===== src/hw/rtl/dbc_pkg.sv =====
// ----------------------------------------------------------------------------
// Delimiter balance checker package
// Shared constants, character codes, counter indexes and types.
// ----------------------------------------------------------------------------
`default_nettype none

package dbc_pkg;

  // Counter width and count of counters
  localparam int CountBits = 16;
  localparam int NumCounts = 10;

  // Result bus: ten counts, balanced flag, zero fill to whole bytes
  localparam int OutUsedBits  = NumCounts * CountBits + 1;
  localparam int OutTdataBits = ((OutUsedBits + 7) / 8) * 8;
  localparam int BalancedBit  = NumCounts * CountBits;

  // Counter indexes, in result order
  localparam int IxOpenParen    = 0;
  localparam int IxCloseParen   = 1;
  localparam int IxOpenBracket  = 2;
  localparam int IxCloseBracket = 3;
  localparam int IxOpenBrace    = 4;
  localparam int IxCloseBrace   = 5;
  localparam int IxOpenSq       = 6;
  localparam int IxCloseSq      = 7;
  localparam int IxOpenDq       = 8;
  localparam int IxCloseDq      = 9;

  // Character codes
  localparam logic [7:0] ChOpenBrace    = 8'h7B;
  localparam logic [7:0] ChCloseBrace   = 8'h7D;
  localparam logic [7:0] ChOpenParen    = 8'h28;
  localparam logic [7:0] ChCloseParen   = 8'h29;
  localparam logic [7:0] ChOpenBracket  = 8'h5B;
  localparam logic [7:0] ChCloseBracket = 8'h5D;
  localparam logic [7:0] ChDoubleQuote  = 8'h22;
  localparam logic [7:0] ChSingleQuote  = 8'h27;
  localparam logic [7:0] ChBackslash    = 8'h5C;
  localparam logic [7:0] ChStar         = 8'h2A;
  localparam logic [7:0] ChSlash        = 8'h2F;
  localparam logic [7:0] ChNewline      = 8'h0A;
  localparam logic [7:0] ChNone         = 8'h00;

  // Lexical context flags
  typedef struct packed {
    logic comment_active;
    logic comment_is_block;
    logic in_single_quote;
    logic in_double_quote;
  } flags_t;

  // One accepted input item, as held in the input register
  typedef struct packed {
    logic       valid;
    logic [7:0] data_byte;
    logic       last_byte;
  } item_t;

  typedef logic [NumCounts-1:0] bump_t;

endpackage

`default_nettype wire


===== src/hw/rtl/dbc_judge.sv =====
// ----------------------------------------------------------------------------
// Delimiter balance checker byte judge
// Judges one byte against its previous and next byte: updates the comment
// and quote context and flags which counters advance.
// ----------------------------------------------------------------------------
`default_nettype none

module dbc_judge (
  input  wire logic           en,
  input  wire logic [7:0]     cur_byte,
  input  wire logic [7:0]     prev_byte,
  input  wire logic [7:0]     next_byte,
  input  wire dbc_pkg::flags_t flags_in,
  output dbc_pkg::flags_t     flags_out,
  output dbc_pkg::bump_t      bump
);

  logic block_end;
  logic line_end;
  logic comment_start;
  logic escaped;
  logic quote_open;

  assign block_end     = flags_in.comment_is_block && (cur_byte == dbc_pkg::ChStar) &&
                         (next_byte == dbc_pkg::ChSlash);
  assign line_end      = !flags_in.comment_is_block && (cur_byte == dbc_pkg::ChNewline);
  assign comment_start = (cur_byte == dbc_pkg::ChSlash) &&
                         ((next_byte == dbc_pkg::ChSlash) || (next_byte == dbc_pkg::ChStar));
  assign escaped       = (prev_byte == dbc_pkg::ChBackslash);
  assign quote_open    = flags_in.in_single_quote || flags_in.in_double_quote;

  // Update context and pick the counter to advance
  always_comb begin
    flags_out = flags_in;
    bump      = '0;
    if (!en) begin
      flags_out = flags_in;
    end else if (flags_in.comment_active) begin
      // inside a comment: only look for its end
      if (block_end || line_end) begin
        flags_out.comment_active   = 1'b0;
        flags_out.comment_is_block = 1'b0;
      end
    end else if (comment_start) begin
      flags_out.comment_active = 1'b1;
      if (next_byte == dbc_pkg::ChStar) begin
        flags_out.comment_is_block = 1'b1;
      end
    end else if (escaped) begin
      flags_out = flags_in;
    end else if (!quote_open) begin
      unique case (cur_byte)
        dbc_pkg::ChOpenBrace:    bump[dbc_pkg::IxOpenBrace]    = 1'b1;
        dbc_pkg::ChCloseBrace:   bump[dbc_pkg::IxCloseBrace]   = 1'b1;
        dbc_pkg::ChOpenParen:    bump[dbc_pkg::IxOpenParen]    = 1'b1;
        dbc_pkg::ChCloseParen:   bump[dbc_pkg::IxCloseParen]   = 1'b1;
        dbc_pkg::ChOpenBracket:  bump[dbc_pkg::IxOpenBracket]  = 1'b1;
        dbc_pkg::ChCloseBracket: bump[dbc_pkg::IxCloseBracket] = 1'b1;
        dbc_pkg::ChDoubleQuote: begin
          flags_out.in_double_quote = 1'b1;
          bump[dbc_pkg::IxOpenDq]   = 1'b1;
        end
        dbc_pkg::ChSingleQuote: begin
          flags_out.in_single_quote = 1'b1;
          bump[dbc_pkg::IxOpenSq]   = 1'b1;
        end
        default: bump = '0;
      endcase
    end else if ((cur_byte == dbc_pkg::ChDoubleQuote) && flags_in.in_double_quote) begin
      flags_out.in_double_quote = 1'b0;
      bump[dbc_pkg::IxCloseDq]  = 1'b1;
    end else if ((cur_byte == dbc_pkg::ChSingleQuote) && flags_in.in_single_quote) begin
      flags_out.in_single_quote = 1'b0;
      bump[dbc_pkg::IxCloseSq]  = 1'b1;
    end
  end

endmodule

`default_nettype wire


===== src/hw/rtl/dbc_in_stage.sv =====
// ----------------------------------------------------------------------------
// Delimiter balance checker input stage
// Registers each accepted byte; frees the slot when the core takes it.
// ----------------------------------------------------------------------------
`default_nettype none

module dbc_in_stage (
  input  wire logic       clk,
  input  wire logic       rst,
  input  wire logic       s_tvalid,
  output logic            s_tready,
  input  wire logic [7:0] s_tdata,   // [7:0] data_byte
  input  wire logic       s_tlast,   // last_byte
  input  wire logic       take,
  output dbc_pkg::item_t  item
);

  // Accept when empty or when the held item leaves this cycle; hold off in reset
  assign s_tready = !rst && (!item.valid || take);

  // Clear valid under reset
  always_ff @(posedge clk) begin
    if (rst) begin
      item.valid <= 1'b0;
    end else if (s_tready) begin
      item.valid <= s_tvalid;
    end
  end

  // Load payload on accept
  always_ff @(posedge clk) begin
    if (s_tvalid && s_tready) begin
      item.data_byte <= s_tdata;
      item.last_byte <= s_tlast;
    end
  end

endmodule

`default_nettype wire


===== src/hw/rtl/c_source_delimiter_balance_checker_top.sv =====
// A result is registered in the output register when its last byte leaves the input register.
// Throughput: one byte per cycle; a final byte waits in the input register
// while an earlier result is still held in the output register, and the
// input stalls behind it until that result is taken.
// Reset (rst, synchronous) empties both registers and clears all counts and
// comment/quote context; the counts also clear after every final byte.
// ----------------------------------------------------------------------------
// C source delimiter balance checker
// Tracks comments and quotes in a byte stream and counts delimiters, with one
// byte of lookahead, and emits the counts and a balanced flag per stream.
// ----------------------------------------------------------------------------
`default_nettype none

module c_source_delimiter_balance_checker_top (
  input  wire logic                              clk,
  input  wire logic                              rst,
  input  wire logic                              s_tvalid,
  output logic                                   s_tready,
  input  wire logic [7:0]                        s_tdata,  // [7:0] data_byte
  input  wire logic                              s_tlast,  // last_byte
  output logic                                   m_tvalid,
  input  wire logic                              m_tready,
  // 16 bits each from bit 0: open_paren, close_paren, open_bracket,
  // close_bracket, open_brace, close_brace, open_single_quote,
  // close_single_quote, open_double_quote, close_double_quote;
  // then all_balanced, then zero fill
  output logic [dbc_pkg::OutTdataBits-1:0]       m_tdata
);

  dbc_pkg::item_t  item;
  logic            take;

  // Context state
  logic [7:0]                      held_byte;
  logic                            held_valid;
  logic [7:0]                      byte_before_held;
  dbc_pkg::flags_t                 flags;
  logic [dbc_pkg::CountBits-1:0]   counts [dbc_pkg::NumCounts];

  // Judge outputs
  dbc_pkg::flags_t                 flags_mid;
  dbc_pkg::flags_t                 flags_end;
  dbc_pkg::bump_t                  bump_held;
  dbc_pkg::bump_t                  bump_last;
  logic [7:0]                      prev_mid;
  logic [dbc_pkg::CountBits-1:0]   counts_next [dbc_pkg::NumCounts];
  logic                            balanced;
  logic [dbc_pkg::OutTdataBits-1:0] result;

  dbc_in_stage u_in (
    .clk      (clk),
    .rst      (rst),
    .s_tvalid (s_tvalid),
    .s_tready (s_tready),
    .s_tdata  (s_tdata),
    .s_tlast  (s_tlast),
    .take     (take),
    .item     (item)
  );

  // Take the held item unless it is final and the result slot is blocked
  assign take = item.valid && (!item.last_byte || !m_tvalid || m_tready);

  // Judge the held byte with the new byte as lookahead
  dbc_judge u_judge_held (
    .en        (held_valid),
    .cur_byte  (held_byte),
    .prev_byte (byte_before_held),
    .next_byte (item.data_byte),
    .flags_in  (flags),
    .flags_out (flags_mid),
    .bump      (bump_held)
  );

  assign prev_mid = held_valid ? held_byte : byte_before_held;

  // On the final byte, judge it too with no lookahead
  dbc_judge u_judge_last (
    .en        (item.last_byte),
    .cur_byte  (item.data_byte),
    .prev_byte (prev_mid),
    .next_byte (dbc_pkg::ChNone),
    .flags_in  (flags_mid),
    .flags_out (flags_end),
    .bump      (bump_last)
  );

  // Advance counters by up to two, saturating
  always_comb begin
    logic [1:0]                    inc;
    logic [dbc_pkg::CountBits:0]   sum;
    for (int k = 0; k < dbc_pkg::NumCounts; k++) begin
      inc = {1'b0, bump_held[k]} + {1'b0, bump_last[k]};
      sum = {1'b0, counts[k]} + {{(dbc_pkg::CountBits-1){1'b0}}, inc};
      counts_next[k] = sum[dbc_pkg::CountBits] ? '1 : sum[dbc_pkg::CountBits-1:0];
    end
  end

  // Compare each open count with its close count and pack the result
  always_comb begin
    balanced = 1'b1;
    result   = '0;
    for (int k = 0; k < dbc_pkg::NumCounts; k += 2) begin
      if (counts_next[k] != counts_next[k+1]) begin
        balanced = 1'b0;
      end
    end
    for (int k = 0; k < dbc_pkg::NumCounts; k++) begin
      result[k*dbc_pkg::CountBits +: dbc_pkg::CountBits] = counts_next[k];
    end
    result[dbc_pkg::BalancedBit] = balanced;
  end

  // Update context; clear it after the final byte
  always_ff @(posedge clk) begin
    if (rst) begin
      held_byte        <= '0;
      held_valid       <= 1'b0;
      byte_before_held <= '0;
      flags            <= '0;
      for (int k = 0; k < dbc_pkg::NumCounts; k++) begin
        counts[k] <= '0;
      end
    end else if (take) begin
      if (item.last_byte) begin
        held_byte        <= '0;
        held_valid       <= 1'b0;
        byte_before_held <= '0;
        flags            <= '0;
        for (int k = 0; k < dbc_pkg::NumCounts; k++) begin
          counts[k] <= '0;
        end
      end else begin
        held_byte        <= item.data_byte;
        held_valid       <= 1'b1;
        byte_before_held <= prev_mid;
        flags            <= flags_mid;
        for (int k = 0; k < dbc_pkg::NumCounts; k++) begin
          counts[k] <= counts_next[k];
        end
      end
    end
  end

  // Hold the result until taken
  always_ff @(posedge clk) begin
    if (rst) begin
      m_tvalid <= 1'b0;
    end else if (take && item.last_byte) begin
      m_tvalid <= 1'b1;
    end else if (m_tready) begin
      m_tvalid <= 1'b0;
    end
  end

  always_ff @(posedge clk) begin
    if (take && item.last_byte) begin
      m_tdata <= result;
    end
  end

endmodule

`default_nettype wire


===== config.mk =====
export PLATFORM = sky130hd
export DESIGN_NAME = c_source_delimiter_balance_checker_top
export DESIGN_NICKNAME = d
export VERILOG_FILES = /design/src/hw/rtl/dbc_pkg.sv /design/src/hw/rtl/dbc_judge.sv /design/src/hw/rtl/dbc_in_stage.sv /design/src/hw/rtl/c_source_delimiter_balance_checker_top.sv
export SDC_FILE = /design/constraint.sdc
export NUM_CORES = 1
export LEC_CHECK = 0
export BUFFER_PORTS_ARGS = -buffer_cell sky130_fd_sc_hd__buf_2
export CORE_MARGIN = 4
export CORE_UTILIZATION = 30
export DETAILED_ROUTE_END_ITERATION = 12
export GPL_TIMING_DRIVEN = 1
export HOLD_SLACK_MARGIN = 0.12
export PLACE_DENSITY_LB_ADDON = 0.1
export SLEW_MARGIN = 20
export SYNTH_ARGS = -nofsm -noshare
export SYNTH_HDL_FRONTEND = slang
export SYNTH_SLANG_ARGS = --single-unit

===== constraint.sdc =====
create_clock -name clk -period 4.8 [get_ports clk]
set_input_delay 0 -clock clk [delete_from_list [all_inputs] [get_ports clk]]
set_output_delay 0 -clock clk [all_outputs]
set_load 0.02 [all_outputs]

# --- After elaboration in Yosys (flattened, before gate mapping) ---
# Memories as Yosys holds them, arrays and structs flattened.
# Cells that the tools add are included.
op_classes:
  n_eq_ne: 29
  n_bitwise: 20
  mux: 98
  n_reduce_logical: 30
  n_addsub: 20
op_table:
  columns: ["op", "n"]
  rows:
  - ["two-way mux 16 bit", 30]
  - ["adder 16 x 2 -> 17 bit", 10]
  - ["equality test 8 x 6 -> 1 bit (second input constant)", 12]
  - ["equality test 8 x 7 -> 1 bit (second input constant)", 10]
  - ["inequality test 16 bit", 5]
  - ["two-way mux 10 bit", 7]
  - ["two-way mux 1 bit", 47]
  - ["two-way mux 8 bit", 3]
  - ["adder 1 x 1 -> 2 bit", 10]
  - ["bitwise OR 1 bit", 20]
  - ["two-way mux 2 bit", 7]
  - ["two-way mux 7 bit", 2]
  - ["logical AND 1 bit", 12]
  - ["equality test 8 x 4 -> 1 bit (second input constant)", 1]
  - ["two-way mux 4 bit", 2]
  - ["logical OR 1 bit", 7]
  - ["nonzero test 3 bit", 2]
  - ["logical NOT 1 bit", 5]
  - ["AND reduction 5 bit", 1]
  - ["nonzero test 2 bit", 2]
  - ["OR reduction 4 bit", 1]
  - ["inequality test 3 x 1 -> 1 bit (second input constant)", 1]
totals:
  reg_bits: 193
  ram_bits: 160
  elab_cells: 211
  n_memories: 1
  output_inout_bits: 170
  in_bits: 13
mem_list:
  columns: ["memory", "depth", "word_bits", "read_ports", "rd_ports_with_merged_regs", "write_ports", "line_no", "rtl"]
  rows:
  - ["counts", 10, 16, 10, 0, 10, "c_source_delimiter_balance_checker_top.sv:38", "logic [dbc_pkg::CountBits-1:0] counts [dbc_pkg::NumCounts];"]

# --- Logic depth before layout (Yosys ltp) ---
# Gate-level depths: netlist (run 1).
depth:
  depth_word: 21
  mapped_depth: 21
  ltp_nobuf: 20

# --- Modules after synthesis ---
# Synthesis (run 1) repeated with hierarchy kept, for this count alone.
hier_totals:
  hier_cells: 1617
  hier_area_um2: 17983.5
by_module_without_submodules:
  columns: ["mod", "area_per_inst_um2", "n_inst", "seq_area_each_um2", "cells_each"]
  rows:
  - ["c_source_delimiter_balance_checker_top", 17017.6, 1, 10079.7, 1497]
  - ["dbc_judge", 317.8, 2, 0.0, 53]
  - ["dbc_in_stage", 330.3, 1, 290.3, 14]

# --- Least setup slack after synthesis (run 1) ---
# Ideal clock, no wire load.
synth_path:
  path_type: "register -> register"
  from: "register m_tvalid"
  to: "register byte_before_held[0]"
  t_arrival_ps: 5014
  synth_period_minus_slack_ps: 5136
  setup_time_ps: 122
  t_required_ps: 4678
  n_path_buf: 0
  slack_ps: -336
  stages_incl_launch_ff: 7
  cell_sequence: "dfxtp_1 -> nor2b_1 -> a21boi_0 -> nor2_1 -> inv_1 -> o21ai_1 -> a22o_1"
synth_via:
  elab_chain_len: 4
synth_lines:
  columns: ["element", "line_no", "rtl"]
  rows:
  - ["start: declaration", "c_source_delimiter_balance_checker_top.sv:21", "output logic m_tvalid,"]
  - ["start signal: assignment", "c_source_delimiter_balance_checker_top.sv:148", "m_tvalid <= 1'b0;"]
  - ["start signal: assignment", "c_source_delimiter_balance_checker_top.sv:150", "m_tvalid <= 1'b1;"]
  - ["start signal: assignment", "c_source_delimiter_balance_checker_top.sv:152", "m_tvalid <= 1'b0;"]
  - ["logical NOT 1 bit", "c_source_delimiter_balance_checker_top.sv:62", "assign take = item.valid && (!item.last_byte || !m_tvalid || m_tready);"]
  - ["logical OR 1 bit (2 in series)", "c_source_delimiter_balance_checker_top.sv:62", null]
  - ["logical AND 1 bit", "c_source_delimiter_balance_checker_top.sv:62", null]
  - ["end signal: assignment", "c_source_delimiter_balance_checker_top.sv:136", "byte_before_held <= prev_mid;"]
  - ["end: declaration", "c_source_delimiter_balance_checker_top.sv:36", "logic [7:0] byte_before_held;"]
# No other way between the ends.
# A chain may end at the register's enable or synchronous reset.

# --- Worst setup path in the final report (run 1) ---
layout_path:
  from: "register u_in.item[7] (netlist name)"
  to: "register m_tdata[160] (netlist name), data pin"
layout_via:
  elab_chain_len: 18
  elab_cells_between_ends: 81
  classes_between: "add/sub: 20; eq/ne: 15; mux: 38; reduce/logical: 8"
layout_lines:
  columns: ["element", "line_no", "rtl"]
  rows:
  - ["equality test 8 x 6 -> 1 bit, on equally long branches", null, null]
  - ["logical OR 1 bit", "dbc_judge.sv:28", "((next_byte == dbc_pkg::ChSlash) || (next_byte == dbc_pkg::ChStar));"]
  - ["logical AND 1 bit", "dbc_judge.sv:27", "assign comment_start = (cur_byte == dbc_pkg::ChSlash) &&"]
  - ["two-way mux 2 bit", "dbc_judge.sv:44", "end else if (comment_start) begin"]
  - ["two-way mux 2 bit", "dbc_judge.sv:38", "end else if (flags_in.comment_active) begin"]
  - ["two-way mux 4 bit", "dbc_judge.sv:36", "if (!en) begin"]
  - ["logical AND 1 bit", "dbc_judge.sv:72", "end else if ((cur_byte == dbc_pkg::ChSingleQuote) && flags_in.in_single_quote) begin"]
  - ["two-way mux 1 bit", "dbc_judge.sv:72", null]
  - ["(+2 left out)", null, null]
  - ["two-way mux 10 bit", "dbc_judge.sv:49", "end else if (escaped) begin"]
  - ["two-way mux 10 bit", "dbc_judge.sv:38", null]
  - ["two-way mux 10 bit", "dbc_judge.sv:36", null]
  - ["adder 1 x 1 -> 2 bit", "c_source_delimiter_balance_checker_top.sv:93", "inc = {1'b0, bump_held[k]} + {1'b0, bump_last[k]};"]
  - ["adder 16 x 2 -> 17 bit", "c_source_delimiter_balance_checker_top.sv:94", "sum = {1'b0, counts[k]} + {{(dbc_pkg::CountBits-1){1'b0}}, inc};"]
  - ["two-way mux 16 bit", "c_source_delimiter_balance_checker_top.sv:95", "counts_next[k] = sum[dbc_pkg::CountBits] ? '1 : sum[dbc_pkg::CountBits-1:0];"]
  - ["inequality test 16 bit", "c_source_delimiter_balance_checker_top.sv:104", "if (counts_next[k] != counts_next[k+1]) begin"]
  - ["OR reduction 4 bit (no source line)", null, null]
  - ["end signal: assignment", "c_source_delimiter_balance_checker_top.sv:158", "m_tdata <= result;"]
  - ["end: declaration", "c_source_delimiter_balance_checker_top.sv:27", "output logic [dbc_pkg::OutTdataBits-1:0] m_tdata"]
# Parallel ways exist; a longest one is shown, timed or not. The select of a mux whose other input is x is not followed.

==> results of run 1 <==
-- logic make-up (layout without fill, tap and decap cells) --
kind of cell / Yosys count / after routing / synth area share [%]
AOI/OAI and AO/OA: 222 / 222 / 8.18
other: 1 / 7 / 0.0214
adders and majority gates: 20 / 20 / 1.86
DFF: 353 / 353 / 59.3
buffers and inverters: 176 / 750 / 4.02
xor gates and xnor gates: 112 / 112 / 5.61
and+or+nand+nor: 613 / 613 / 19.3
muxes: 30 / 30 / 1.75
-- what timing repair did --
item,in CTS,in global routing
setup buffers,28,7
pin swaps,34,12
setup endpoints to repair,1,6
gates resized for setup,101,22
hold buffers,14,0
hold endpoints to repair,30,0
-- sequential cells by signal, summed over array words and instances (netlist names) --
| name | flops |
|---|---|
| u_in.item | 10 |
| m_tdata | 161 |
| flags | 4 |
| m_tvalid | 1 |
| held_byte | 8 |
| byte_before_held | 8 |
| counts | 160 |
| held_valid | 1 |
-- per-layer routing --
layer	wire length (um)	track usage, %	vias to the layer above
li1	-	-	6735
met1	25500	23.4	6771
met2	26000	28.2	333
met3	2590	2.98	78
met4	1490	5.29	0
met5	0	0	-
-- stage by stage --
| step | setup WS [ps] | cells | area (sq um) | utilization (%) | total power, mW |
|---|---|---|---|---|---|
| after floorplan | 20.9 | 1533 | 17500 | - | 3.99 |
| final | -334 | 2872 | 24000 | 41.6 | 7.52 |
| after detailed placement | -789 | 2757 | 21700 | 37.6 | 4.37 |
| after global routing | -668 | 2872 | 24000 | 41.6 | 7.82 |
| after global placement | -725 | 2757 | 21700 | 37.6 | 4.38 |
| after CTS | -322 | 2869 | 23900 | 41.4 | 7.64 |
-- cell usage after synthesis (all sizes together) (3+ instances only) --
cell	count	share of area [%]
a22o	16	0.80
nor3	45	1.4
and2	42	1.5
nor4	40	1.7
fa	10	1.1
or4	14	0.62
nand4	52	2.1
nand3b	11	0.47
clkbuf	32	0.69
nand2b	11	0.39
inv	125	2.7
nand2	98	2.1
o21ai	54	1.6
nand3	67	1.9
and3	21	0.75
nor2	150	3.2
mux2	5	0.32
a41oi	8	0.40
a31oi	25	1.1
a21o	10	0.44
mux2i	25	1.4
and4	20	1.0
and4b	10	0.57
nand4b	9	0.45
o211ai	7	0.30
a32o	3	0.17
xnor2	69	3.5
or4b	3	0.17
o31ai	9	0.39
or3	7	0.25
o21a	9	0.39
a21oi	62	1.8
o22ai	4	0.14
edfxtp	330	57
buf	19	0.64
dfxtp	23	2.6
ha	10	0.72
nor2b	4	0.14
xor2	43	2.2
-- area by class of cell --
class	instances	area share, %
flip-flops and latches	353	43.2
multi-input cells	1004	29.4
repair buffers	555	16.0
clock buffers	49	4.40
well taps	765	3.99
inverters	125	1.99
clock inverters	21	1.07
-- path summary, 6_finish.rpt --
kind,start,to,slack [ps]
hold reg to reg,byte_before_held[5],byte_before_held[5],480
hold / removal,s_tlast,u_in.item[0],160
setup reg to reg,u_in.item[7],m_tdata[160],-330
setup / recovery,u_in.item[7],m_tdata[160],-330
-- power groups by stage --
stage | combinational (mW) | clock (mW) | sequential (mW)
global route | 0.803 | 3.39 | 3.63
floorplan | 0.284 | 0 | 3.70
CTS | 0.746 | 3.27 | 3.61
global placement | 0.704 | 0 | 3.67
detailed placement | 0.699 | 0 | 3.68
finish | 0.743 | 3.16 | 3.62
==> out/qor.csv, run 1 <==
metric;value;unit
grt_pass1_vias;13800;
synthFlopType;edfxtp_1;
drive_above_1_share;34.0;%
crit_slowest_cell;edfxtp_1;
critical_path_required;5180;ps
drv_cap;0;
crit_fanout;6;
dp_hpwl;41000;um
synth_area;17500;sq um
worst_slew_pin_slew;926;ps
min_path_cells;2;
p_comb_share;9.9;%
reg2reg_depth;23;
area_delta_synth_final;37.2;%
cts.clk_slew.worst_paths;60;ps
ios;183;
endpoint_kind;flip-flop;
drc_errors;0;
die_area;62200;sq um
drtIter0Drc;899;
hold_viol_final;0;
crit_path_frequent_cell;buf_4;
htree_levels;2;
synth_edf_count;330;
power_switching;1.83;mW
cts_tree;built;
wire_per_inst;19.3;um
worst-path-buf-inv;5;
ys_seq_area_share;59.3;%
fp.dieW;249;um
fin_crit;5130;ps
routed_wl;55500;um
synth_cell_types;75;
viasPerCell;4.85;
grt_usage;17.2;%
fin_crit_sh;107;%
worstSetupStartpointType;flip-flop;
mostFrequentLayoutCell;buf_4;
fmax;195;MHz
switching_share;24.3;%
cts_sinks;353;
cp_top_family;simple AND/OR/NAND/NOR gates;
yosys_warnings;0;
multi_input_area;7050;sq um
intPower;5.69;mW
cts_buffer_depth;3;
grt_start_max_net_pins;92;
vias;13900;
drv_slew;0;
setup_slack;-334;ps
slew_headroom;38.2;%
synth_cells;1527;
antenna_found_initial;0;
seq_area;10400;sq um
dr.pass1.iters;5;
grt_pass1_wl;83400;um
holdWs;163;ps
worst-endpoint-arrival;5510;ps
fin_worst_skew;14.3;ps
die_height;249;um
clockPowerShare;42.0;%
cts-root-buf;clkbuf_16;
hold_class;in -> reg;
setup_violations;1;
rsz0062_at_grt;true;
rows;88;
layout_common_cells;buf_4, edfxtp_1, buf_2;
gp_congestion;0.886;
power_density;313;nW/um^2
drtAntennaViolNets;0;
tns;-334;ps
clk_latency;560;ps
synth_seq_cells;353;
status;complete, but fails checks;
max-vdd-ir-drop;0.211;mV
start_util;30.3;%
seqPwrFrac;48.1;%
antenna_cells;0;
worstPathCellList;nor4b_4 > and4_1 > o211a_1 > nor2_1 > a31oi_1 > nand3_1 > o21bai_4 > buf_6 > or3_4 > fa_2 > inv_1 > ha_2 > nand4_4 > buf_4 > nor4_4 > buf_4 > nor3_2 > xor2_2 > nand4_1 > nor4_2 > buf_4 > nand4_1 > nor4_2;
crit_cells;23;
gr-total-overflow;0;
crit_path_max_incr_delay;420;ps
fillCellCount;5696;
cts_buffers;41;
core-area;57700;sq um
timing_worst_setup_path_type;reg -> reg;
synth-async-reset-ratio;0;%
fin_nets;2113;
leakagePower;9.76;nW
io_buffer_count;175;
synth_area_per_cell;11.5;sq um
violations;negative setup slack;
Note: power is estimated with default switching activity, not from simulation.
==> inputs of run 2 (changes only) <==
--- a/config.mk
+++ b/config.mk
@@ -7,7 +7,7 @@
 export LEC_CHECK = 0
 export BUFFER_PORTS_ARGS = -buffer_cell sky130_fd_sc_hd__buf_2
 export CORE_MARGIN = 4
-export CORE_UTILIZATION = 30
+export CORE_UTILIZATION = 50
 export DETAILED_ROUTE_END_ITERATION = 12
 export GPL_TIMING_DRIVEN = 1
 export HOLD_SLACK_MARGIN = 0.12
==> run 2 against run 1 <==
Against the previous run:
- the run still ends with negative setup slack left
- clock power is 6.3% lower
- non-clock buffer count is 24 lower
- sequential cell count stayed put
- worst hold slack better by 11 ps
- maximum frequency is 2.7% lower
- register-to-register slack worse by 140 ps
- sequential power hardly changed
- utilization is 26 points higher
- sequential share of layout area is 1.3 points higher
- wire length is 8.8% lower
- critical path type unchanged
- highest routed layer unchanged
==> out/qor.csv, run 2 (same netlist as run 1, synthesis figures left out) <==
metric;value;unit;change
antenna_found_initial;0;;unchanged
wire_per_inst;20.0;um;+3.2%
regToRegStartpoint;u_in.item[7];;
cts_buffer_depth;3;;unchanged
drive_above_1_share;33.4;%;-0.65 points
start_util;50.6;%;+20 points
hold_class;in -> reg;;
layout.cells.non_filler;2537;;-12%
clockPowerShare;40.6;%;-1.4 points
fillCellCount;2712;;-52%
core-area;34500;sq um;-40%
violations;negative setup slack;;
cts_sinks;353;;unchanged
cts_tree;built;;
crit_path_max_incr_delay;610;ps;+190 ps
vias;14300;;+2.4%
viasPerCell;5.62;;+16%
htree_levels;2;;unchanged
mostFrequentLayoutCell;buf_4;;
grt_usage;25.6;%;+8.4 points
drtIter0Drc;1277;;+42%
cts_buffers;39;;-4.9%
status;complete, but fails checks;;
gr-total-overflow;0;;unchanged
dp_cells;2419;;-12%
dp_hpwl;36000;um;-12%
switching_share;23.8;%;-0.55 points
crit_path_frequent_cell;nand4_1;;
startpoint;u_in.item[7];;
fin_nets;2087;;-1.2%
place_area;21100;sq um;-2.8%
slew_headroom;34.2;%;-4.0 points
crit_cells;20;;-13%
hold_viol_final;0;;unchanged
largest_reg_flops;161;;unchanged
utilization;67.5;%;+26 points
gp_congestion;0.922;;+4.2%
p_comb_share;9.7;%;-0.2 points
cts-root-buf;clkbuf_16;;
critical_path_required;5160;ps;-20 ps
grt_pass1_vias;13600;;-1.1%
die_height;195;um;-22%
fmax;189;MHz;-2.7%
fin_crit;5280;ps;+145 ps
crit_fanout;4;;-2
rsz0062_at_grt;true;;
worst-endpoint-arrival;5640;ps;+130 ps
fin_worst_skew;18.0;ps;+3.71 ps
setup_violations;1;;unchanged
cts.clk_slew.worst_paths;70;ps;about the same
area_delta_synth_final;33.3;%;
worstPathCellList;nor4b_4 > nand4_1 > nor4_2 > or3b_4 > a21oi_4 > nor3_4 > o21bai_4 > or4_4 > fa_2 > inv_2 > ha_4 > nand4_1 > or4_4 > nand2_2 > xnor2_1 > nand2_1 > nor4_4 > buf_4 > nand4_1 > nor4_2;;
grt_start_max_net_pins;129;;+40%
rows;68;;-23%
worst-path-buf-inv;2;;-3
reg2reg_depth;20;;-13%
dp_slack;-659;ps;+130 ps
antenna_cells;0;;unchanged
top_regs;m_tdata (161), counts (160), u_in.item (10);;
layout_common_cells;buf_4, edfxtp_1, buf_2;;
r2r-end;m_tdata[160];;
routed_wl;50600;um;-8.8%
grt_pass1_wl;77300;um;-7.4%
clk_latency;540;ps;-20 ps
drv_cap;0;;unchanged
power_density;312;nW/um^2;-0.33%
endpoint_kind;flip-flop;;
worstSetupStartpointType;flip-flop;;
drc_errors;0;;unchanged
cp_top_family;simple AND/OR/NAND/NOR gates;;
fin_area;23300;sq um;-2.8%
io_buffer_count;175;;unchanged
fp.dieW;195;um;-22%
leakagePower;9.58;nW;-1.9%
ios;183;;unchanged
endpoint;m_tdata[160];;
crit_slowest_cell;or4_4;;
setup_slack;-479;ps;-145 ps
dr.pass1.iters;5;;unchanged
fin_crit_sh;110;%;+3.0 points
worst_slew_pin_slew;987;ps;+60.3 ps
drv_slew;0;;unchanged
intPower;5.55;mW;-2.5%
power_switching;1.73;mW;-5.3%
die_area;38000;sq um;-39%
regMostFlops;m_tdata;;
max-vdd-ir-drop;0.252;mV;+19%
seqPwrFrac;49.7;%;+1.6 points
r2r_slack;-480;ps;-140 ps
timing_worst_setup_path_type;reg -> reg;;
holdWs;174;ps;+11.0 ps
drtAntennaViolNets;0;;unchanged
## run 2: changes by cell type in the layout (fill, tap and decap cells not counted), sizes merged
cell	delta
bufinv	-2
clkinv	+5
clkbuf	-2
buf	-24
inv	-1
clkinvlp	-1
## run 2: power by group through the flow
stage	combinational, mW	clock, mW	sequential (mW)
after floorplan	0.284	0	3.70
final	0.704	2.96	3.62
after global routing	0.754	3.14	3.63
after detailed placement	0.647	0	3.67
after global placement	0.644	0	3.67
after CTS	0.680	3.02	3.61
## run 2: metrics by stage
step	TNS, ps	power (mW)
floorplan	0	3.99
finish	-479	7.28
global route	-983	7.53
detailed placement	-659	4.32
global placement	-508	4.31
CTS	-328	7.31
## run 2: layout make-up
class,instances,area [sq um],share of cell area [%]
clock buffer,47,1050,4.50
clock inverter,22,205,0.880
inverter,125,478,2.05
multi-input combinational,1004,7040,30.2
sequential,353,10400,44.5
tap,455,569,2.44
timing repair buffer,531,3610,15.5
## run 2: metal layers
metal  track usage [%]  part of all wire (%)  vias to the layer above
met4              6.59                   2.7                        0
met2              41.7                    47                      558
met1              36.3                    43                     6907
met3              4.02                   6.8                       92
li1                  -                     -                     6698
met5                 0                     0                        -
## run 2: how the worst min path moves through the flow
| stage | cells past startpoint | start | end | slack, ps |
|---|---|---|---|---|
| 6_report | 2 | s_tlast | u_in.item[0] | 170 |
| 5_1_grt | 2 | s_tlast | u_in.item[0] | 180 |
| 3_5_place_dp | 1 | s_tlast | u_in.item[0] | 180 |
| 2_1_floorplan | 0 | s_tlast | u_in.item[0] | 100 |
| 3_3_place_gp | 1 | s_tlast | u_in.item[0] | 180 |
| 4_1_cts | 2 | s_tlast | u_in.item[0] | 150 |
## run 2: timing repair
| item | 4_1_cts | 5_1_grt |
|---|---|---|
| hold endpoints to repair | 29 | 0 |
| resized for setup | 57 | 65 |
| pin swaps | 25 | 37 |
| setup endpoints to repair | 1 | 18 |
| hold buffers | 14 | 0 |
| buffers inserted | 17 | 18 |
==> inputs of run 3 (changes only) <==
--- a/config.mk
+++ b/config.mk
@@ -6,7 +6,7 @@
 export NUM_CORES = 1
 export LEC_CHECK = 0
 export BUFFER_PORTS_ARGS = -buffer_cell sky130_fd_sc_hd__buf_2
-export CORE_MARGIN = 4
+export CORE_MARGIN = 2
 export CORE_UTILIZATION = 50
 export DETAILED_ROUTE_END_ITERATION = 12
 export GPL_TIMING_DRIVEN = 1
==> run 3 against run 2 <==
Against the previous run:
- the run still ends with negative setup slack left
- sequential cell count is the same
- wire length shrank 0.94%
- worst hold slack lost 3.4 ps
- critical endpoint unchanged
==> out/qor.csv, run 3 (same netlist as run 1, synthesis figures left out) <==
metric;value;unit;change
status;complete, but fails checks;;
violations;negative setup slack;;
seqPwrFrac;49.1;%;-0.6 points
drv_cap;0;;unchanged
leakagePower;9.44;nW;-1.4%
hold_class;in -> reg;;
crit_path_max_incr_delay;500;ps;-110 ps
cts-root-buf;clkbuf_16;;
largest_reg_flops;161;;unchanged
fin_crit_sh;108;%;-2.2 points
crit_fanout;6;;+2
routed_wl;50100;um;-0.94%
mostFrequentLayoutCell;edfxtp_1;;
setup_violations;1;;unchanged
fin_worst_skew;23.8;ps;+5.75 ps
die_area;36500;sq um;-4.1%
fp.dieW;191;um;-2.1%
intPower;5.61;mW;+1.1%
max-vdd-ir-drop;0.262;mV;+4.3%
fillCellCount;2716;;+0.15%
p_comb_share;9.4;%;-0.3 points
cts_sinks;353;;unchanged
worst_slew_pin_slew;1050;ps;+66.8 ps
finalPower;7.36;mW;+1.1%
crit_slowest_cell;or4_4;;
antenna_cells;0;;unchanged
rsz0062_at_grt;true;;
dr.pass1.iters;6;;+1
setup_slack;-372;ps;+107 ps
grt_usage;27.5;%;+2.0 points
regMostFlops;m_tdata;;
dp_slack;-766;ps;-107 ps
gp_congestion;0.908;;-1.6%
worst-path-buf-inv;5;;+3
cts.clk_slew.worst_paths;60;ps;about the same
multi_input_area;6810;sq um;-3.2%
gr-usage-met2;44.9;%;+3.2 points
area_delta_synth_final;31.5;%;
place_area;21100;sq um;+0.14%
grt_pass1_wl;76400;um;-1.1%
critical_path_required;5190;ps;+30 ps
busiest_layer;met2;;
vias;14200;;-0.58%
seq_area;10400;sq um;unchanged
hold_viol_final;0;;unchanged
gr-total-overflow;0;;unchanged
slew_headroom;29.8;%;-4.5 points
die_height;191;um;-2.1%
worstSetupStartpointType;flip-flop;;
core-area;34500;sq um;-0.25%
clockPowerShare;41.5;%;+0.9 points
power_density;320;nW/um^2;+2.5%
viasPerCell;5.62;;about the same
antenna_found_initial;0;;unchanged
timing_worst_setup_path_type;reg -> reg;;
tns;-372;ps;+107 ps
dp_hpwl;35500;um;-1.6%
fin_crit;5170;ps;-107 ps
endpoint_kind;flip-flop;;
layout.cells.non_filler;2521;;-0.63%
clk_latency;560;ps;+20 ps
met3_usage;4.20;%;+0.18 points
drtAntennaViolNets;0;;unchanged
layout_common_cells;edfxtp_1, buf_4, buf_2;;
switching_share;23.8;%;about the same
utilization;66.8;%;-0.74 points
worst-endpoint-arrival;5560;ps;-80 ps
start_util;50.8;%;+0.13 points
wire_per_inst;19.9;um;-0.31%
fin_area;23000;sq um;-1.3%
grt_pass1_vias;13600;;-0.34%
cts_buffer_depth;3;;unchanged
met1_usage;38.0;%;+1.8 points
top_regs;m_tdata (161), counts (160), u_in.item (10);;
cts_buffers;39;;unchanged
ios;183;;unchanged
worstPathCellList;nor4b_4 > and4_1 > o211a_1 > nor2_1 > a31oi_1 > nand3_1 > o21bai_4 > buf_6 > or4_4 > fa_2 > inv_1 > ha_2 > nand4_1 > buf_4 > buf_4 > o21ai_1 > mux2_4 > xor2_1 > nand4_1 > nor4_2 > buf_4 > nand4_1 > nor4_2;;
drive_above_1_share;31.4;%;-2.0 points
grt_start_max_net_pins;129;;unchanged
htree_levels;2;;unchanged
rows;68;;unchanged
drtIter0Drc;1251;;-2.0%
io_buffer_count;175;;unchanged
holdWs;171;ps;-3.41 ps
fin_nets;2072;;-0.72%
fmax;193;MHz;+2.1%
dp_cells;2423;;+0.17%
power_switching;1.75;mW;+1.2%
cts_tree;built;;
cp_top_family;simple AND/OR/NAND/NOR gates;;
drc_errors;0;;unchanged
drv_slew;0;;unchanged
-- run 3: changes by cell type in the layout (fill, tap and decap cells not counted), moves of 3 or more --
cell and delta:
buf_4 -14, clkbuf_1 +3, clkinv_1 -3, nand3_1 +4, nand3_2 -4, nor2_1 +3
nor4_1 +4, nor4_2 -4, xnor2_1 +6, xnor2_2 -5, xor2_1 +3, xor2_2 -3
-- run 3: repair_timing --
| item | 4_1_cts | 5_1_grt |
|---|---|---|
| pin swaps | 23 | 7 |
| setup buffers | 17 | 5 |
| hold buffers | 14 | 0 |
| hold endpoints to repair | 30 | 0 |
| endpoints found under the setup margin | 1 | 15 |
| resized for setup | 60 | 21 |
-- run 3: layout make-up --
type                            instances  share of cell area, %
Multi-Input combinational cell       1004                   29.6
Clock inverter                         18                  0.963
Timing Repair Buffer                  516                   15.2
Sequential cell                       353                   45.1
Inverter                              125                   2.08
Clock buffer                           50                   4.61
Tap cell                              455                   2.47
-- run 3: metal layers --
layer  vias to the layer above  share of wire (%)
met5                         -                  0
met4                         0                2.5
met3                        74                5.8
met2                       481                 48
met1                      6929                 44
li1                       6689                  -
-- run 3: worst paths after layout --
path                                          start                   to  slack [ps]  cells past startpoint
worst min register to register  byte_before_held[7]  byte_before_held[7]         470                      1
worst max register to register         u_in.item[7]         m_tdata[160]        -370                     23
worst min-delay path                        s_tlast         u_in.item[0]         170                      2
worst max-delay path                   u_in.item[7]         m_tdata[160]        -370                     23
-- run 3: power groups by stage --
stage	combinational [mW]	clock, mW	sequential, mW
floorplan	0.284	0	3.70
global placement	0.656	0	3.67
detailed placement	0.660	0	3.67
CTS	0.692	3.11	3.61
global route	0.744	3.23	3.63
finish	0.693	3.05	3.62
